$ cat src/design/tmc_pkg.sv
// ----------------------------------------------------------------------------
// tmc_pkg
// Shared types and constants of the three-window mean correlation core.
// ----------------------------------------------------------------------------
`timescale 1ns / 1ps
`default_nettype none

package tmc_pkg;

   localparam int SAMPLE_W    = 16;
   localparam int EPS_W       = 41;
   localparam logic [EPS_W-1:0] EPS_RESET = 41'd4295;
   localparam int CORR_W      = 32;
   localparam int QDEPTH      = 2;
   localparam int QCNT_W      = $clog2(QDEPTH + 1);
   localparam int VV_SHIFT    = 32;
   localparam int DIV_SHIFT   = 31;
   localparam int Y_W         = 63;
   localparam int Q_W         = 32;
   localparam int STEP_W      = 6;
   localparam int SUM_ACC_W   = 35;
   localparam logic [31:0] RECIP3 = 32'hAAAA_AAAB;
   localparam int RECIP3_SHIFT = 33;
   localparam int CSR_ADDR_W  = 4;
   localparam int CSR_DATA_W  = 64;
   localparam logic REG_EPSILON = 1'b0;

   typedef struct packed {
      logic [QCNT_W-1:0] count;
      logic              empty;
   } q_status_type;

   typedef enum logic [3:0] {
      BK_IDLE,
      BK_PROD,
      BK_DIFF,
      BK_N2,
      BK_N4,
      BK_FLOOR,
      BK_PAIR,
      BK_VV,
      BK_CC,
      BK_DEN,
      BK_DIV,
      BK_SQRT,
      BK_ADD,
      BK_DIV3,
      BK_OUT
   } bk_state_type;

endpackage

`default_nettype wire

$ cat src/design/tmc_queue.sv
// ----------------------------------------------------------------------------
// tmc_queue
// Short flop queue of window snapshots between the front and back ends.
// ----------------------------------------------------------------------------
`timescale 1ns / 1ps
`default_nettype none

module tmc_queue import tmc_pkg::*; #(
   parameter int WIDTH = 8,
   localparam int PTR_W = (QDEPTH > 1) ? $clog2(QDEPTH) : 1
) (
   input  wire logic             clock,
   input  wire logic             reset,
   input  wire logic             push,
   input  wire logic [WIDTH-1:0] push_data,
   input  wire logic             pop,
   output logic [WIDTH-1:0]      pop_data,
   output q_status_type          status
);

   logic [WIDTH-1:0]  entry_ff [QDEPTH];
   logic [WIDTH-1:0]  entry_in [QDEPTH];
   logic [PTR_W-1:0]  wr_ptr_ff, wr_ptr_in;
   logic [PTR_W-1:0]  rd_ptr_ff, rd_ptr_in;
   logic [QCNT_W-1:0] count_ff, count_in;

   function automatic logic [PTR_W-1:0] ptr_next(input logic [PTR_W-1:0] p);
      logic [PTR_W-1:0] r;
      r = (p == PTR_W'(QDEPTH - 1)) ? '0 : p + PTR_W'(1);
      return r;
   endfunction

   always_comb begin
      entry_in  = entry_ff;
      wr_ptr_in = wr_ptr_ff;
      rd_ptr_in = rd_ptr_ff;
      count_in  = count_ff;
      if (push) begin
         entry_in[wr_ptr_ff] = push_data;
         wr_ptr_in           = ptr_next(wr_ptr_ff);
      end
      if (pop) begin
         rd_ptr_in = ptr_next(rd_ptr_ff);
      end
      case ({push, pop})
         2'b10:   count_in = count_ff + QCNT_W'(1);
         2'b01:   count_in = count_ff - QCNT_W'(1);
         default: count_in = count_ff;
      endcase
   end

   assign pop_data     = entry_ff[rd_ptr_ff];
   assign status.count = count_ff;
   assign status.empty = (count_ff == '0);

   always_ff @(posedge clock) begin
      if (reset) begin
         wr_ptr_ff <= '0;
         rd_ptr_ff <= '0;
         count_ff  <= '0;
      end else begin
         wr_ptr_ff <= wr_ptr_in;
         rd_ptr_ff <= rd_ptr_in;
         count_ff  <= count_in;
      end
   end

   always_ff @(posedge clock) begin
      entry_ff <= entry_in;
   end

endmodule

`default_nettype wire

$ cat config.mk
export PLATFORM = sky130hd
export DESIGN_NAME = tmc_queue
export DESIGN_NICKNAME = d
export VERILOG_FILES = /design/src/design/tmc_pkg.sv /design/src/design/tmc_queue.sv
export SDC_FILE = /design/constraint.sdc
export NUM_CORES = 1
export LEC_CHECK = 0
export ABC_AREA = 1
export BUFFER_PORTS_ARGS = -buffer_cell sky130_fd_sc_hd__buf_2
export CAP_MARGIN = 40
export CORE_MARGIN = 1.5
export CORE_UTILIZATION = 35
export DETAILED_ROUTE_END_ITERATION = 8
export SLEW_MARGIN = 25
export SYNTH_ARGS = -nofsm -noshare
export SYNTH_HDL_FRONTEND = slang
export SYNTH_SLANG_ARGS = --single-unit
export TNS_END_PERCENT = 1
$ cat constraint.sdc
create_clock -name clock -period 1 [get_ports clock]
set_input_delay 0.15 -clock clock [delete_from_list [all_inputs] [get_ports clock]]
set_output_delay 0.15 -clock clock [all_outputs]
set_load 0.02 [all_outputs]
== Word level (Yosys, flattened, before mapping) ==
Cells that the tools add are included.
Word-level totals
  register bits after elaboration: 20
  bits of input ports: 12
  output and inout bits: 11
  word-level logic and storage cells: 28
Operators by class
  add/sub/neg operators: 4
  magnitude comparators: 3
  eq/ne operators: 2
  muxes and demuxes: 9
  bitwise logic cells: 2
  reductions and logical operators: 3
Operator list (number)
  $mux 8: 4
  $bwmux 16: 1
  $demux 8 s1: 1
  $ge 2x2->1 const B: 2
  $not 1->2: 2
  $pmux 2 s2: 1
  $add 1x1->1 const B: 2
  $add 2x1->2 const B: 1
  $eq 2x1->1 const B: 1
  $eq 2x2->1 const B: 1
  $logic_not 2->1: 1
  $lt 2x1->1 const B: 1
  $mux 1: 2
  $reduce_bool 2->1: 1
  $sub 2x1->2 const B: 1
  $logic_and 1x1->1: 1

== Depth between registers and ports, before layout ==
  depth after elaboration: 6
  mapped depth: 7

== Worst setup path after synthesis ==
Ideal clock, no wire load.
  path type: reg-to-reg
  start point: register wr_ptr_ff (netlist name)
  end point: register entry_ff[10] (netlist bit) (enable)
  setup time: 0.370 ns
  data arrival time: 0.687 ns
  data required time: 0.630 ns
  path slack: -0.058 ns
  cell stages (with the launch flop): 2
  path buffers: 0
  period minus slack after synthesis: 1.058 ns
  cells stage by stage: dfxtp_1 nor2_1
RTL lines
  end signal, assigned: RTL line tmc_queue.sv:69  | entry_ff <= entry_in;
  end, declared: RTL line tmc_queue.sv:21  | logic [WIDTH-1:0] entry_ff [QDEPTH];

== Worst setup path after layout ==
  start point: register rd_ptr_ff
  end point: output pop_data[3]
On the way
  word-level cells in the longest chain between the ends: 4
Ends and longest elaborated chain
  start, declared: RTL line tmc_queue.sv:24  | logic [PTR_W-1:0] rd_ptr_ff, rd_ptr_in;
  start signal, assigned: RTL line tmc_queue.sv:63  | rd_ptr_ff <= rd_ptr_in;
  $not 1->2 (implied by the code): RTL line tmc_queue.sv:52  | assign pop_data = entry_ff[rd_ptr_ff];
  $mux 8 (implied by the code) (3 in series): RTL line tmc_queue.sv:52
  end, declared: RTL line tmc_queue.sv:17  | output logic [WIDTH-1:0] pop_data,
No other way between the ends. The select of a mux whose other input is x is not followed.

==> impl_metrics.py <==
metrics = {
    "power_and_ir_drop": {
        "p_seq_share_pct": 48.7,
        "p_leak_nw": 0.4921,
        "ir_drop_mv": 0.8523,
        "netSwitchingPower_w": 0.0004430,
        "p_comb_share_pct": 19.3,
        "pwr_density_cell_mw_per_mm2": 1776,
        "p_int_w": 0.001577,
        "switching_share_pct": 21.93,
        "power.share.clock_pct": 31.9,
    },
    "min_path": {
        "hold-path-cell-count": 2,
        "min-delay-start": "reset",
        "holdPathEnd": "rd_ptr_ff",
        "hold_path.class": "input pin to flop",
    },
    "clocking": {
        "postCtsSetupBuffers": 0,
        "numCtsBuffers": 3,
        "clkTransAtPathRegs_ns": 0.10,
        "ctsRootBufferMaster": "clkbuf_4",
        "htreeDepth": 1,
        "cts_sinks": 20,
        "clock_latency_ns": 0.30,
        "clock_path_buffers": 2,
        "cts_tree": "done",
    },
    "run_status": {
        "violations": "setup timing",
        "outcome": "finished, violations left",
    },
    "sta": {
        "tightest_slew_ns": 0.1475,
        "drv_slew": 0,
        "maxSlewHeadroom_pct": 90.06,
        "tns_ns": -3.079,
        "worst_slack_ns": -0.3857,
        "clock.fmax_mhz": 721.7,
        "setup_viol_count_final": 9,
        "rsz0062_at_grt": "true",
        "hold_viol": 0,
        "finClkSkew_ns": 0.007261,
        "post-route-min-period_ns": 1.386,
        "fin_crit_sh_pct": 138.6,
    },
    "worst_setup_path": {
        "crit_arrival_ns": 1.24,
        "reg2reg_to": "entry_ff[4]",
        "cp_max_fo": 8,
        "critPathCaptureType": "output pin",
        "worstSetupPathType": "flop to output pin",
        "start_kind": "flop",
        "reg2reg_depth": 3,
        "cp.required_ns": 0.85,
        "r2r-start": "wr_ptr_ff",
        "r2r_setup_slack_ns": 0.09,
    },
    "logic_synthesis": {
        "syn_nets": 67,
        "syn_avg_cell_area_sq_um": 14.92,
        "synth.most_common_cell": "edfxtp_1",
        "netlist_instances": 54,
        "synth_top_cell_area_share_pct": 59.63,
        "yosysWarningCount": 0,
        "ys.flop_type": "edfxtp_1",
        "synth_top_area_cell": "edfxtp_1",
        "ys_ff_latch": 20,
        "synth_common_cells": "16 x edfxtp_1, 8 x mux2_4, 8 x nor2_1",
        "ys_top_cells_by_area": "edfxtp_1 60%, mux2_4 15%, dfxtp_1 9.9%",
        "yosysSeqAreaShare_pct": 69.57,
        "synth_edf_count": 16,
        "synthArstFlopShare_pct": 0,
        "yosys.cell_types.count": 13,
        "syn_area_sq_um": 805.8,
    },
    "detailed_routing": {
        "drt.antenna.violating_nets": 0,
        "vias_per_cell": 4.469,
        "finalWirelength_microns": 1272,
        "firstDrtPassIters": 4,
        "drc_errors": 0,
        "num_vias": 505,
        "drt-initial-drc-count": 3,
        "drt-wirelength-per-cell_microns": 11.26,
    },
    "floorplan": {
        "die_area_sq_mm": 0.002599,
        "io_pins": 23,
        "fp.dieW_microns": 50.98,
        "core_sq_mm": 0.002191,
        "fp.dieH_microns": 50.98,
        "rows": 17,
        "initial_core_util_pct": 36.78,
    },
    "global_route": {
        "track_usage_pct": 11.57,
        "antenna_found_initial": 0,
        "overflow": 0,
        "grt_pass1_wl_microns": 2097,
        "grt_max_degree": 13,
        "grt_pass1_vias": 538,
    },
    "place": {
        "dpl-instance-area_sq_mm": 0.001012,
        "gp_congestion": 0.6787,
        "numPortBuffers": 22,
    },
    "layout": {
        "design_area_sq_mm": 0.001137,
        "area_growth_pct": 41.15,
        "finish.utilization_pct": 51.91,
        "drive_above_1_share_pct": 52.94,
        "diodes": 0,
        "nets": 99,
    },
    "job": {
        "cap_violations": 0,
    },
}
-- through the flow --
step | std cells | hold slack (ns) | setup slack, ns | total power, W
3_3_place_gp | 109 | 0.3375 | -0.1026 | 0.001318
3_5_place_dp | 109 | 0.3420 | -0.1111 | 0.001328
4_1_cts | 113 | 0.01840 | -0.3990 | 0.002027
2_1_floorplan | 54 | 0.2224 | 0.05955 | 0.001198
5_1_grt | 113 | 0.01120 | -0.4353 | 0.002103
6_report | 113 | 0.02931 | -0.3857 | 0.002020
-- routing by layer --
layer / share of wire, % / global-route usage, % / vias up / wire length (microns)
met5: 0 / 0 / - / 0
met4: 2.4 / 9.459 / 0 / 31
met3: 4.7 / 2.924 / 4 / 60
met2: 54 / 21.86 / 19 / 689
met1: 39 / 9.962 / 235 / 491
li1: - / - / 247 / -
-- worst max-delay path, stage by stage (launching register included) --
cell	delay, ns
dfxtp_2	0.36
buf_12	0.14
mux2_4	0.31
buf_6	0.13
-- cell type report --
class,count,area (sq um)
fill,193,1054
sequential,20,568.0
timing repair buffer,28,245.2
multi-input combinational,27,214.0
tap,28,35.03
clock inverter,1,30.03
clock buffer,3,22.52
inverter,6,22.52
-- kinds of logic after synthesis --
| kind of cell | Yosys count | synth area share (%) |
|---|---|---|
| buffers and inverters | 7 | 4.192 |
| multiplexers | 8 | 14.91 |
| AND/OR/NAND/NOR | 15 | 7.454 |
| AO/OA/AOI/OAI | 2 | 1.241 |
| flip-flops | 20 | 69.57 |
| adder cells (fa/ha/maj) | 1 | 1.553 |
| XOR/XNOR | 1 | 1.087 |
-- state kept, by name (all words and copies together) (netlist names) --
name       cells
entry_ff      16
rd_ptr_ff      1
count_ff       2
wr_ptr_ff      1
-- power groups by stage --
stage / sequential (W) / combinational [W] / clock, W
6_report: 0.000984 / 0.000390 / 0.000645
5_1_grt: 0.000990 / 0.000419 / 0.000695
4_1_cts: 0.000981 / 0.000384 / 0.000662
3_5_place_dp: 0.000998 / 0.000330 / 0
3_3_place_gp: 0.000994 / 0.000324 / 0
2_1_floorplan: 0.00100 / 0.000197 / 0
-- cells in the final DEF (no fill, tap or decap), drive strengths merged --
| cell | count |
|---|---|
| mux2 | 8 |
| edfxtp | 16 |
| nor3 | 1 |
| inv | 6 |
| xnor2 | 1 |
| nor2 | 8 |
| o21ai | 1 |
| bufinv | 1 |
| a21oi | 1 |
| nand4 | 1 |
| clkbuf | 3 |
| nand2 | 5 |
| dfxtp | 4 |
| buf | 28 |
| ha | 1 |
-- how the worst max path moves through the flow --
stage / from / endpoint / cells past startpoint
floorplan: rd_ptr_ff / pop_data[0] / 2
global placement: rd_ptr_ff / pop_data[4] / 3
detailed placement: rd_ptr_ff / pop_data[4] / 3
CTS: rd_ptr_ff / pop_data[4] / 3
global route: rd_ptr_ff / pop_data[0] / 3
finish: rd_ptr_ff / pop_data[3] / 3
-- what timing repair did --
item,CTS,global route
hold buffers,0,0
endpoints found under the setup margin,11,19
resized for setup,21,5
(Power assumes the default switching activity.)
