### src/design/tmc_pkg.sv
// ----------------------------------------------------------------------------
// tmc_pkg
// Shared types and constants of the three-window mean correlation core.
// ----------------------------------------------------------------------------
`timescale 1ns / 1ps
`default_nettype none

package tmc_pkg;

   localparam int SAMPLE_W    = 16;
   localparam int EPS_W       = 41;
   localparam logic [EPS_W-1:0] EPS_RESET = 41'd4295;
   localparam int CORR_W      = 32;
   localparam int QDEPTH      = 2;
   localparam int QCNT_W      = $clog2(QDEPTH + 1);
   localparam int VV_SHIFT    = 32;
   localparam int DIV_SHIFT   = 31;
   localparam int Y_W         = 63;
   localparam int Q_W         = 32;
   localparam int STEP_W      = 6;
   localparam int SUM_ACC_W   = 35;
   localparam logic [31:0] RECIP3 = 32'hAAAA_AAAB;
   localparam int RECIP3_SHIFT = 33;
   localparam int CSR_ADDR_W  = 4;
   localparam int CSR_DATA_W  = 64;
   localparam logic REG_EPSILON = 1'b0;

   typedef struct packed {
      logic [QCNT_W-1:0] count;
      logic              empty;
   } q_status_type;

   typedef enum logic [3:0] {
      BK_IDLE,
      BK_PROD,
      BK_DIFF,
      BK_N2,
      BK_N4,
      BK_FLOOR,
      BK_PAIR,
      BK_VV,
      BK_CC,
      BK_DEN,
      BK_DIV,
      BK_SQRT,
      BK_ADD,
      BK_DIV3,
      BK_OUT
   } bk_state_type;

endpackage

`default_nettype wire

### src/design/tmc_front.sv
// ----------------------------------------------------------------------------
// tmc_front
// Takes sample triples, forms squares and cross products, accumulates the
// window sums and pushes a snapshot of them when the window closes.
// ----------------------------------------------------------------------------
`timescale 1ns / 1ps
`default_nettype none

module tmc_front import tmc_pkg::*; #(
   parameter int MAX_WINDOW  = 1024,
   parameter int SAMPLE_BITS = 16,
   localparam int CNT_W  = $clog2(MAX_WINDOW + 1),
   localparam int SUM_W  = SAMPLE_BITS + CNT_W,
   localparam int PROD_W = 2 * SAMPLE_BITS,
   localparam int SQ_W   = PROD_W + CNT_W,
   localparam int SNAP_W = CNT_W + 3 * SUM_W + 6 * SQ_W
) (
   input  wire logic                clock,
   input  wire logic                reset,
   input  wire logic                start,
   output logic                     busy,
   input  wire logic [SAMPLE_W-1:0] sample_a,
   input  wire logic [SAMPLE_W-1:0] sample_b,
   input  wire logic [SAMPLE_W-1:0] sample_c,
   input  wire logic                last,
   input  wire q_status_type        q_status,
   output logic                     push,
   output logic [SNAP_W-1:0]        push_data
);

   logic                   accept;
   logic [CNT_W-1:0]       n_new;
   logic                   close;
   logic [SAMPLE_BITS-1:0] smp [3];

   logic [CNT_W-1:0]       cnt_ff, cnt_in;
   logic                   s1_valid_ff, s1_valid_in;
   logic                   s1_close_ff, s1_close_in;
   logic [CNT_W-1:0]       s1_n_ff, s1_n_in;
   logic [SAMPLE_BITS-1:0] smp_ff [3];
   logic [SAMPLE_BITS-1:0] smp_in [3];
   logic [PROD_W-1:0]      prod_ff [6];
   logic [PROD_W-1:0]      prod_in [6];
   logic [SUM_W-1:0]       sum_ff [3];
   logic [SUM_W-1:0]       sum_in [3];
   logic [SQ_W-1:0]        acc_ff [6];
   logic [SQ_W-1:0]        acc_in [6];
   logic [SUM_W-1:0]       sum_nx [3];
   logic [SQ_W-1:0]        acc_nx [6];

   // hold off while a closing word could find the queue full
   assign busy   = ({1'b0, q_status.count} + (QCNT_W + 1)'(s1_valid_ff && s1_close_ff))
                   >= (QCNT_W + 1)'(QDEPTH);
   assign accept = start && !busy;
   assign n_new  = cnt_ff + CNT_W'(1);
   assign close  = last || (n_new == CNT_W'(MAX_WINDOW));

   assign smp[0] = sample_a[SAMPLE_BITS-1:0];
   assign smp[1] = sample_b[SAMPLE_BITS-1:0];
   assign smp[2] = sample_c[SAMPLE_BITS-1:0];

   always_comb begin
      cnt_in      = cnt_ff;
      s1_valid_in = accept;
      s1_close_in = accept && close;
      s1_n_in     = n_new;
      for (int i = 0; i < 3; i++) begin
         smp_in[i] = smp[i];
      end
      prod_in[0] = PROD_W'(smp[0]) * PROD_W'(smp[0]);
      prod_in[1] = PROD_W'(smp[1]) * PROD_W'(smp[1]);
      prod_in[2] = PROD_W'(smp[2]) * PROD_W'(smp[2]);
      prod_in[3] = PROD_W'(smp[0]) * PROD_W'(smp[1]);
      prod_in[4] = PROD_W'(smp[0]) * PROD_W'(smp[2]);
      prod_in[5] = PROD_W'(smp[1]) * PROD_W'(smp[2]);
      if (accept) begin
         cnt_in = close ? '0 : n_new;
      end
   end

   always_comb begin
      for (int i = 0; i < 3; i++) begin
         sum_nx[i] = sum_ff[i] + SUM_W'(smp_ff[i]);
         sum_in[i] = sum_ff[i];
      end
      for (int k = 0; k < 6; k++) begin
         acc_nx[k] = acc_ff[k] + SQ_W'(prod_ff[k]);
         acc_in[k] = acc_ff[k];
      end
      if (s1_valid_ff) begin
         for (int i = 0; i < 3; i++) begin
            sum_in[i] = s1_close_ff ? '0 : sum_nx[i];
         end
         for (int k = 0; k < 6; k++) begin
            acc_in[k] = s1_close_ff ? '0 : acc_nx[k];
         end
      end
   end

   assign push      = s1_valid_ff && s1_close_ff;
   assign push_data = {s1_n_ff, sum_nx[0], sum_nx[1], sum_nx[2],
                       acc_nx[0], acc_nx[1], acc_nx[2], acc_nx[3], acc_nx[4], acc_nx[5]};

   always_ff @(posedge clock) begin
      if (reset) begin
         cnt_ff      <= '0;
         s1_valid_ff <= 1'b0;
         s1_close_ff <= 1'b0;
         for (int i = 0; i < 3; i++) begin
            sum_ff[i] <= '0;
         end
         for (int k = 0; k < 6; k++) begin
            acc_ff[k] <= '0;
         end
      end else begin
         cnt_ff      <= cnt_in;
         s1_valid_ff <= s1_valid_in;
         s1_close_ff <= s1_close_in;
         sum_ff      <= sum_in;
         acc_ff      <= acc_in;
      end
   end

   always_ff @(posedge clock) begin
      s1_n_ff <= s1_n_in;
      smp_ff  <= smp_in;
      prod_ff <= prod_in;
   end

endmodule

`default_nettype wire

### config.mk
export PLATFORM = sky130hd
export DESIGN_NAME = tmc_front
export DESIGN_NICKNAME = d
export VERILOG_FILES = /design/src/design/tmc_pkg.sv /design/src/design/tmc_front.sv
export SDC_FILE = /design/constraint.sdc
export NUM_CORES = 2
export LEC_CHECK = 0
export ABC_AREA = 1
export BUFFER_PORTS_ARGS = -buffer_cell sky130_fd_sc_hd__buf_2
export CORE_UTILIZATION = 65
export DETAILED_ROUTE_END_ITERATION = 16
export PLACE_DENSITY = 0.94
export RECOVER_POWER = 25
export SETUP_SLACK_MARGIN = 0.3
export SLEW_MARGIN = 20
export SYNTH_ARGS = -nofsm -noshare
export SYNTH_HDL_FRONTEND = slang
export SYNTH_SLANG_ARGS = --single-unit
### constraint.sdc
create_clock -name clock -period 12.3 [get_ports clock]
set_clock_uncertainty 0.2 [all_clocks]
set_input_delay 0.615 -clock clock [delete_from_list [all_inputs] [get_ports clock]]
set_output_delay 0.615 -clock clock [all_outputs]
set_load 0.005 [all_outputs]
# After elaboration in Yosys (flattened, before gate mapping)
# Index checks and enable logic that the tools add are counted.
[classes] add_sub_neg=11 mul=6 order_cmp=1 n_eq_ne=1 muxes=10 n_reduce_logical=5
[op_table] op="43-bit by 32-bit adder with 43-bit output" count=6
[op_table] op="43-bit 2-to-1 mux" count=6
[op_table] op="16-bit by 16-bit multiplier with 32-bit output" count=6
[op_table] op="27-bit by 16-bit adder with 27-bit output" count=3
[op_table] op="27-bit 2-to-1 mux" count=3
[op_table] op="11-bit by 1-bit adder with 11-bit output, second input constant" count=1
[op_table] op="11-bit == test, second input constant" count=1
[op_table] op="11-bit 2-to-1 mux" count=1
[op_table] op="2-bit by 1-bit adder with 3-bit output" count=1
[op_table] op="3-bit by 2-bit greater-or-equal comparator with 1-bit output, second input constant" count=1
[op_table] op="1-bit logical AND" count=3
[op_table] op="1-bit logical NOT" count=1
[op_table] op="1-bit logical OR" count=1
[totals] regBits=603 out_inout_bits=352

# Longest topological paths before layout
[depth] depth_word=6 depth_mapped=27 depth_no_buf=25

# Worst setup path after synthesis
# Ideal clock, no wire load.
[synth_timing] path_type="input to register" startpoint="input sample_b[1]" endpoint="register prod_ff[82] (netlist name)" arrival_time_ns=5.716 t_required_ns=11.988 setup_slack_ns=6.272 stages=22 cell_sequence="clkbuf_1 -> clkbuf_1 -> buf_1 -> nand2_1 -> fa_1 -> fa_1 -> fa_1 -> fa_1 -> inv_1 -> fa_1 -> inv_1 -> fa_1 -> inv_1 -> ha_1 -> nand2_1 -> nor2_1 -> nand2_1 -> nand2_1 -> a31oi_1 -> or2_2 -> nand3_1 -> nand2_1"
[synth_rtl] element="from (decl)" line="tmc_front.sv:23" source="input wire logic [SAMPLE_W-1:0] sample_b,"
[synth_rtl] element="to (signal assigned)" line="tmc_front.sv:127" source="prod_ff <= prod_in;"
[synth_rtl] element="to (decl)" line="tmc_front.sv:42" source="logic [PROD_W-1:0] prod_ff [6];"

==> metrics.txt <==
initial antenna violation count 5; worst-case clock buffer depth 3; CP max-delay cell clkbuf_1; I/O pin cnt 407; synthesized area between 0.08 and 0.09 mm²; post-DR vias/cell about 5.5; status complete, but fails checks; Power Dens Cells between 200 and 300 mW/mm²; RSZ-0062 raised after global routing no; Layout Area Growth over Synthesis 6.42%; Fin. Hold Viols 0; Site Rows 134; Net Sw Power roughly 15 mW; Critical Path, Cell by Cell buf_2 -> clkbuf_1 -> nand2_1 -> fa_1 -> fa_1 -> fa_1 -> fa_1 -> inv_1 -> fa_1 -> inv_1 -> fa_1 -> inv_1 -> ha_1 -> nand2_1 -> nor2_1 -> nand2_1 -> o211ai_2 -> nand3_1 -> o21ai_1 -> xor2_1; vias in the first global route approximately 84000; CP endpoint kind flop; Hold Path End sum_ff[51]; synthesized area per cell about 6.9 µm²; Seq/Total Area, Yosys about 14%; cell count of the worst hold path 2; HPWL after DPL 183 mm; Setup Fix Bufs, Post-CTS 0; clk_lat worst skew slightly above 0.7 ns; Routed WL per cell around 16 µm; Hold WC Path Type input pin to flop; worst rel slew slack -155%; Combinational Power Share a little over 80%; top-count cell post-synth nand2_1; R2R depth 6; Placement Setup Slack ~5.5 ns; Post-synth EDFFs 0; critical setup path kind input pin to flop; top cells by area, synth fa_1 (24%), nand2_1 (16%), dfxtp_1 (14%); post_cts resized 0; failing checks capacitance limit, slew limit; FF-to-FF End acc_ff[149]; Power Total around 27 mW; Worst Path Max Fanout 49; Primary FF master, synth dfxtp_1; R2R Path Start s1_valid_ff; placed insts around 15000; Clock power frac under 10%; Yosys top cell area share 24.3%; Most common cell on crit path fa_1; peak supply drop between 400 and 500 µV; top post-synthesis cells by count nand2_1 (3879), inv_1 (3003), fa_1 (1075); Nets approximately 15000; clock-pin slew on the worst setup and hold paths approximately 0.060 ns; final WL roughly 240 mm; Leakage roughly 54 nW; Worst Setup Slack, final 3.81 ns; first-pass GRT wire length roughly 400 mm; Pint between 10 and 15 mW; Synthesized Nets approximately 15000; Max-Cap Viols between 40 and 50; RD Place Congestion 1.00; htree depth 3; layout cell share with drive strength beyond 1 5.32%; Final ANT Viol Nets 0; Synth Register Bits a little under 600; post-route insts no fill 14900; Hold Startpoint reset; Reg power frac about a tenth; async set-reset flop share out of synthesis 0%; Tmin final about 8.5 ns; Mapped Cells 12900; GR Overflow Total 0; die width about 370 µm; Yosys top cell by area fa_1; initial cell density of the core 65.9%; die area roughly 0.14 mm²; CTS tree built; via count 82200; Ys Warns 0; Pins Over Slew Limit 2482; CTS Hold Bufs 0; CTS Buf Count 73; Critical Path RT 12.73 ns; Fin Hold WS around 0.11 ns; I/O Buffers roughly 410; Placeable Area between 0.1 and 0.15 mm²; Max Clock Freq between 100 and 150 MHz; period utilisation layout about 69%; Total Neg Setup Slack 0 ns; switching part of the total a little under three fifths; setup violators final 0; max incr delay on CP 2.65 ns; die height around 370 µm; worst-margin pin slew 3.82 ns; Reg2Reg Setup Slack 5.37 ns; GRT Total Usage between 30% and 40%; drt drc 0; Synth cell types slightly above 50; clk root buf clkbuf_16; DR iter-0 viols approximately 7000; Worst Setup Start Kind input pin; Worst EP arrival between 8 and 9 ns; CTS Sinks roughly 600; largest net degree at the start of global routing 160; TritonRoute pass-1 iters 8
sequential cells by signal, summed over array words and instances (netlist names):
signal	flops
acc_ff	258
prod_ff	189
sum_ff	81
smp_ff	45
cnt_ff	11
s1_n_ff	11
s1_close_ff	1
s1_valid_ff	1
worst max-delay path by stage:
stage | startpoint | endpoint | slack [ns] | cells past startpoint
finish | sample_a[10] | prod_ff[95] | 3.81 | 20
CTS | sample_a[15] | prod_ff[59] | 6.17 | 21
global route | sample_a[10] | prod_ff[191] | 3.64 | 22
detailed placement | sample_a[15] | prod_ff[59] | 5.46 | 21
global placement | sample_a[15] | prod_ff[90] | 5.49 | 21
floorplan | sample_b[1] | prod_ff[82] | 6.27 | 22
layout make-up:
| cell class | count | area (µm²) |
|---|---|---|
| antenna | 2 | 5.00 |
| clock buffer | 86 | 1960 |
| clock inverter | 46 | 684 |
| fill | 10400 | 40200 |
| inverter | 3012 | 11300 |
| multi-input combinational | 8881 | 63700 |
| sequential | 597 | 12000 |
| tap | 1768 | 2210 |
| timing repair buffer | 463 | 2270 |
per-stage QoR:
stage | instance area [µm²] | utilization, %
global route | 94100 | 70.1
global placement | 91800 | 68.3
detailed placement | 91800 | 68.3
CTS | 94400 | 70.3
finish | 94100 | 70.1
floorplan | 88500 | -
critical path, delay by kind of cell:
family,cells,cell delay [ns]
AO/OA/AOI/OAI,2,0.46
XOR/XNOR,1,0.21
adder cells (fa/ha/maj),7,3.69
buffers and inverters,5,2.92
AND/OR/NAND/NOR,5,0.94
logic make-up after synthesis:
logic type | Yosys count | share of synthesized area, %
and+or+nand+nor | 5578 | 26.0
buffers and inverters | 3377 | 14.4
adders and majority gates | 1924 | 36.3
AOI/OAI and AO/OA | 1038 | 6.25
DFF | 597 | 13.5
xor gates and xnor gates | 341 | 3.49
layout by cell type (no fill, tap or decap), types with 86 or more instances in the layout:
| master | n |
|---|---|
| o21ai_0 | 148 |
| xnor2_1 | 103 |
| ha_1 | 849 |
| buf_2 | 367 |
| inv_1 | 3003 |
| nand2_1 | 3880 |
| nor2_1 | 649 |
| clkbuf_1 | 86 |
| fa_1 | 1075 |
| nand3_1 | 519 |
| xor2_1 | 226 |
| a21oi_1 | 742 |
| dfxtp_1 | 597 |
| and2_1 | 154 |
power groups by stage:
stage | Clock, mW | Sequential, mW | Combinational, mW
5_1_grt | 2.49 | 2.82 | 24.1
4_1_cts | 2.41 | 2.80 | 21.2
3_5_place_dp | 0 | 2.83 | 20.8
6_report | 2.39 | 2.81 | 21.6
3_3_place_gp | 0 | 2.83 | 20.2
2_1_floorplan | 0 | 2.72 | 15.3
routing by layer:
metal | wire [µm] | share of wire (%) | vias to the layer above | track usage (%)
li1 | - | - | 38700 | -
met1 | 90200 | 37 | 38200 | 41.8
met2 | 118000 | 48 | 4087 | 61.9
met3 | 20400 | 8.4 | 1159 | 5.64
met4 | 15100 | 6.2 | 4 | 20.4
met5 | 22 | 0.0090 | - | 0
(Power assumes the default switching activity.)
